==> config.mk <==
export PLATFORM = sky130hd
export DESIGN_NAME = tcaw_ctrl
export DESIGN_NICKNAME = d
export VERILOG_FILES = /design/src/design/tcaw_pkg.sv /design/src/design/tcaw_ctrl.sv
export SDC_FILE = /design/constraint.sdc
export NUM_CORES = 1
export LEC_CHECK = 0
export BUFFER_PORTS_ARGS = -buffer_cell sky130_fd_sc_hd__clkbuf_2
export CORE_MARGIN = 10
export CORE_UTILIZATION = 25
export CTS_CLUSTER_SIZE = 10
export DETAILED_ROUTE_END_ITERATION = 10
export PLACE_DENSITY = 0.46
export SETUP_SLACK_MARGIN = 0.4
export SYNTH_ARGS = -nofsm -noshare
export SYNTH_HDL_FRONTEND = slang
export SYNTH_SLANG_ARGS = --single-unit
==> constraint.sdc <==
create_clock -name clock -period 1.7 [get_ports clock]
set_input_delay 0.17 -clock clock [delete_from_list [all_inputs] [get_ports clock]]
set_output_delay 0.17 -clock clock [all_outputs]
set_load 0.1 [all_outputs]
==> src/design/tcaw_pkg.sv <==
// Shared types and constants for the texture column address walker.
// Used by the divider, datapath, controller and top level; no dependencies.
package tcaw_pkg;

   // Width of the shared iterative divider (dividend, divisor, quotient).
   localparam int DivW = 64;

   // Configuration register indexes.
   localparam logic CSR_WALL_SPAN        = 1'b0;
   localparam logic CSR_FRAME_LINE_BYTES = 1'b1;

   // Datapath operations issued by the controller.
   typedef enum logic [4:0] {
      OP_NONE,
      OP_LOAD,
      OP_PIXEL,
      OP_QSTART,
      OP_QEND,
      OP_MFL,
      OP_MOFF,
      OP_MSN,
      OP_OSTART,
      OP_OEND,
      OP_SSTART,
      OP_SEND,
      OP_MN,
      OP_MD,
      OP_RSTART,
      OP_MR,
      OP_CSTART,
      OP_CEND
   } op_type;

   typedef struct packed {
      op_type op;
      logic   div_start;
   } cmd_type;

   typedef struct packed {
      logic div_done;
      logic pixels_zero;
   } status_type;

endpackage

==> src/design/tcaw_ctrl.sv <==
// Controller: request handshake, result valid and the column setup sequence.
// Depends on tcaw_pkg for command and status types.
module tcaw_ctrl (
   input  logic                 clock,
   input  logic                 reset,
   input  logic                 req_valid,
   input  logic                 req_kind,
   output logic                 req_stall,
   output logic                 rsp_valid,
   input  logic                 rsp_stall,
   input  tcaw_pkg::status_type status,
   output tcaw_pkg::cmd_type    cmd
);

   typedef enum logic [4:0] {
      ST_IDLE, ST_QS, ST_QW, ST_MFL, ST_MOFF, ST_MSN, ST_OS, ST_OW,
      ST_SS, ST_SW, ST_MN, ST_MD, ST_RS, ST_RW, ST_MR, ST_CS, ST_CW
   } state_type;

   state_type state_ff, state_in;
   logic      rsp_valid_ff, rsp_valid_in;
   logic      accept;

   always_comb begin
      state_in      = state_ff;
      cmd.op        = tcaw_pkg::OP_NONE;
      cmd.div_start = 1'b0;
      req_stall     = (state_ff != ST_IDLE) || (rsp_valid_ff && rsp_stall);
      accept        = req_valid && !req_stall;
      rsp_valid_in  = rsp_valid_ff && rsp_stall;
      unique case (state_ff)
         ST_IDLE: begin
            if (accept) begin
               if (!req_kind) begin
                  cmd.op   = tcaw_pkg::OP_LOAD;
                  state_in = ST_QS;
               end else if (!status.pixels_zero) begin
                  cmd.op       = tcaw_pkg::OP_PIXEL;
                  rsp_valid_in = 1'b1;
               end
            end
         end
         ST_QS: begin
            cmd.op = tcaw_pkg::OP_QSTART; cmd.div_start = 1'b1; state_in = ST_QW;
         end
         ST_QW: if (status.div_done) begin
            cmd.op = tcaw_pkg::OP_QEND; state_in = ST_MFL;
         end
         ST_MFL:  begin cmd.op = tcaw_pkg::OP_MFL;  state_in = ST_MOFF; end
         ST_MOFF: begin cmd.op = tcaw_pkg::OP_MOFF; state_in = ST_MSN;  end
         ST_MSN:  begin cmd.op = tcaw_pkg::OP_MSN;  state_in = ST_OS;   end
         ST_OS: begin
            cmd.op = tcaw_pkg::OP_OSTART; cmd.div_start = 1'b1; state_in = ST_OW;
         end
         ST_OW: if (status.div_done) begin
            cmd.op = tcaw_pkg::OP_OEND; state_in = ST_SS;
         end
         ST_SS: begin
            cmd.op = tcaw_pkg::OP_SSTART; cmd.div_start = 1'b1; state_in = ST_SW;
         end
         ST_SW: if (status.div_done) begin
            cmd.op = tcaw_pkg::OP_SEND; state_in = ST_MN;
         end
         ST_MN: begin cmd.op = tcaw_pkg::OP_MN; state_in = ST_MD; end
         ST_MD: begin cmd.op = tcaw_pkg::OP_MD; state_in = ST_RS; end
         ST_RS: begin
            cmd.op = tcaw_pkg::OP_RSTART; cmd.div_start = 1'b1; state_in = ST_RW;
         end
         ST_RW: if (status.div_done) state_in = ST_MR;
         ST_MR: begin cmd.op = tcaw_pkg::OP_MR; state_in = ST_CS; end
         ST_CS: begin
            cmd.op = tcaw_pkg::OP_CSTART; cmd.div_start = 1'b1; state_in = ST_CW;
         end
         ST_CW: if (status.div_done) begin
            cmd.op = tcaw_pkg::OP_CEND; state_in = ST_IDLE;
         end
         default: state_in = ST_IDLE;
      endcase
   end

   always_ff @(posedge clock) begin
      if (reset) begin
         state_ff     <= ST_IDLE;
         rsp_valid_ff <= 1'b0;
      end else begin
         state_ff     <= state_in;
         rsp_valid_ff <= rsp_valid_in;
      end
   end

   assign rsp_valid = rsp_valid_ff;

endmodule

==> impl_metrics.json <==
{
  "status": "finished, violations left",
  "violations": "negative setup slack",
  "overflow": 0,
  "required_ps": 1530,
  "cts_hold_buf": 0,
  "r2r_end": "rsp_valid$_SDFF_PP0_",
  "ir_drop_mv": 0.479,
  "worst_pin_slew_ps": 541,
  "cp-end-kind": "primary output",
  "vias": 754,
  "wl_mm": 2.19,
  "internal_power_uw": 457,
  "setup_slack_ps": -49.3,
  "min_to": "rsp_valid$_SDFF_PP0_",
  "grt_antenna_before_repair": 0,
  "place_congestion": 0.777,
  "path_cells": "buf_6 > or3b_4 > a21oi_2 > nor2_2 > nor2_4 > buf_12",
  "nets": 128,
  "clock_skew_ps": 1.18,
  "ys_warn_count": 0,
  "cpMaxStageDelayCell": "dfxtp_4",
  "synth.top_cells.by_area": "dfxtp_1, nor2_1, a21oi_1",
  "whs_path_depth": 2,
  "antenna_cells": 0,
  "rrSetupSlack_ps": 210,
  "synthesis.nets": 91,
  "final-setup-viol-count": 4,
  "timing_max_transition_violations_final": 0,
  "drive_above_1_share": 0.683,
  "period_share": 1.03,
  "dieHeight_um": 67.1,
  "port_buffers": 14,
  "clkSinkCount": 6,
  "utilization": 0.553,
  "hold_viol": 0,
  "rows": 17,
  "hold_class": "in -> reg",
  "die_area_um2": 4510,
  "grt_pass1_wl_mm": 3.31,
  "hold_slack_ps": 174,
  "p_total_uw": 825,
  "rsz0062_at_grt": "yes",
  "crit_type": "reg -> out",
  "path_clk_slew_ps": 50,
  "fp.dieW_um": 67.1,
  "yosysTopAreaCell": "dfxtp_1",
  "grt_max_degree": 14,
  "p_comb_frac": 0.630,
  "grt_usage": 0.0923,
  "power_density_nw_per_um2": 687,
  "yosysSeqAreaShare": 0.216,
  "core_area_um2": 2170,
  "clock.fmax_ghz": 0.572,
  "synth_largest_type_area_fraction": 0.216,
  "hold_path_startpoint": "reset",
  "syn_to_final_growth_pct": 116,
  "critPathBufInv": 2,
  "clkPwrFrac": 0.175,
  "slew-limit-headroom": 0.641,
  "initial_core_util": 0.256,
  "worst-path-max-fanout": 6,
  "cpLargestDelayFamily": "simple AND/OR/NAND/NOR gates",
  "placedCellCount": 126,
  "fin_cells": 148,
  "power_switching_uw": 368,
  "numCtsBuffers": 3,
  "pwr-share-seq": 0.195,
  "syn_area_um2": 556,
  "drc": 0,
  "switching_share": 0.446,
  "start_kind": "flop",
  "power_leakage_uw": 0.000485,
  "avgSynthCellArea_um2": 6.61,
  "place_hpwl_mm": 1.39,
  "totalNegativeSetupSlack_ps": -119,
  "insertion_delay_ps": 240,
  "ys_ff_latch": 6,
  "min_period_ps": 1750,
  "drtPass1Iterations": 4,
  "max_stage_delay_ps": 360,
  "drtAntennaViolNets": 0,
  "yosysUniqueCellTypes": 30,
  "first_iter_violations": 31,
  "ioPinCount": 15,
  "r2r.worst_path.cells": 3,
  "arrival_ps": 1580,
  "grt_pass1_vias": 752,
  "cts_tree": "yes",
  "maxCapViolations": 0,
  "worstReg2RegStart": "state_ff[3]$_SDFFE_PP0P_",
  "clock_path_buffers": 2,
  "viasPerCell": 5.09,
  "h-tree-depth": 1,
  "wl_per_cell_um": 14.8,
  "syn_inst": 84,
  "root_buffer": "clkbuf_4"
}
==> metal layers <==
layer	vias up	track usage	part of all wire
li1	382	-	-
met1	354	0.102	0.41
met2	12	0.167	0.53
met3	6	0.0149	0.032
met4	0	0.0462	0.026
met5	-	0	0
==> cells in the final DEF, fill, tap and decap left out, types with 2 or more instances in the layout <==
cell,instances
inv_1,2
nand2_2,3
a21oi_2,3
nor3_1,2
clkbuf_4,3
buf_12,6
buf_8,2
nand2b_4,2
nand3b_1,2
clkbuf_2,7
nand3_1,2
nor2_1,10
buf_4,21
dfxtp_4,6
buf_6,4
o21ai_1,3
nor2_2,2
nor3_4,2
a31oi_1,3
mux2i_1,2
nor2b_4,2
a21oi_1,3
nor2_4,2
o21ai_2,2
==> power by group through the flow <==
| stage | clock (uW) | sequential (uW) | combinational (uW) |
|---|---|---|---|
| floorplan | 0 | 163 | 306 |
| global placement | 0 | 169 | 422 |
| detailed placement | 0 | 170 | 421 |
| CTS | 149 | 165 | 461 |
| global route | 155 | 162 | 544 |
| finish | 144 | 161 | 519 |
==> synth_stat cells <==
cell and number:
nor2_1 14, clkbuf_1 8, a21oi_1 6, dfxtp_1 6, o21ai_0 6, nand2_1 5
a31oi_1 4, nor3_1 4, inv_1 3, mux2i_1 2, nand2b_1 2, nand3_1 2
nand3b_1 2, nor2b_1 2, nor4_1 2, or4_1 2, a2111oi_0 1, a21o_1 1
a221oi_1 1, a41oi_1 1, buf_6 1, nand4_1 1, nor4b_1 1, o211ai_1 1
o221ai_1 1, o2bb2ai_1 1, or2_2 1, or3_4 1, or3b_2 1, xnor2_1 1
==> timing repair <==
action	4_1_cts	5_1_grt
gates resized for setup	24	21
cloned	0	0
setup buffers	8	10
setup endpoints to repair	9	10
endpoints found under the hold margin	0	0
pin swaps	9	8
==> stage by stage <==
stage          cell area, um^2  setup slack (ps)
3_5_place_dp               876              91.0
4_1_cts                   1030             -47.4
2_1_floorplan              701              -698
5_1_grt                   1200              -115
6_report                  1200             -49.3
3_3_place_gp               876               107
==> layout make-up <==
cell class	count	area (um^2)
fillers	210	970
well taps	28	35.0
flip-flops and latches	6	143
repair buffers	41	413
multi-input cells	66	569
clock buffers	4	26.3
inverters	3	13.8
==> flip-flops by register name, summed over array words and instances (netlist names) <==
signal and cells:
state_ff 5, rsp_valid 1
==> cell families (layout without fill, tap and decap cells) <==
family,Yosys count,after routing,share of synthesized area
flip-flops,6,6,0.216
AO/OA/AOI/OAI,23,23,0.259
XOR/XNOR,1,1,0.0158
multiplexers,2,2,0.0360
buffers and inverters,12,48,0.0946
AND/OR/NAND/NOR,40,40,0.378
==> how the worst max path moves through the flow <==
stage / start / end / slack [ps] / depth (start not counted)
after detailed placement: state_ff[3]$_SDFFE_PP0P_ / cmd[2] / 90 / 5
after global routing: state_ff[2]$_SDFFE_PP0P_ / cmd[2] / -120 / 7
final: state_ff[3]$_SDFFE_PP0P_ / cmd[0] / -50 / 6
after floorplan: state_ff[0]$_SDFFE_PP0P_ / cmd[1] / -700 / 5
after global placement: state_ff[3]$_SDFFE_PP0P_ / cmd[2] / 110 / 5
after CTS: state_ff[3]$_SDFFE_PP0P_ / cmd[0] / -50 / 6
(Power assumes the default switching activity.)
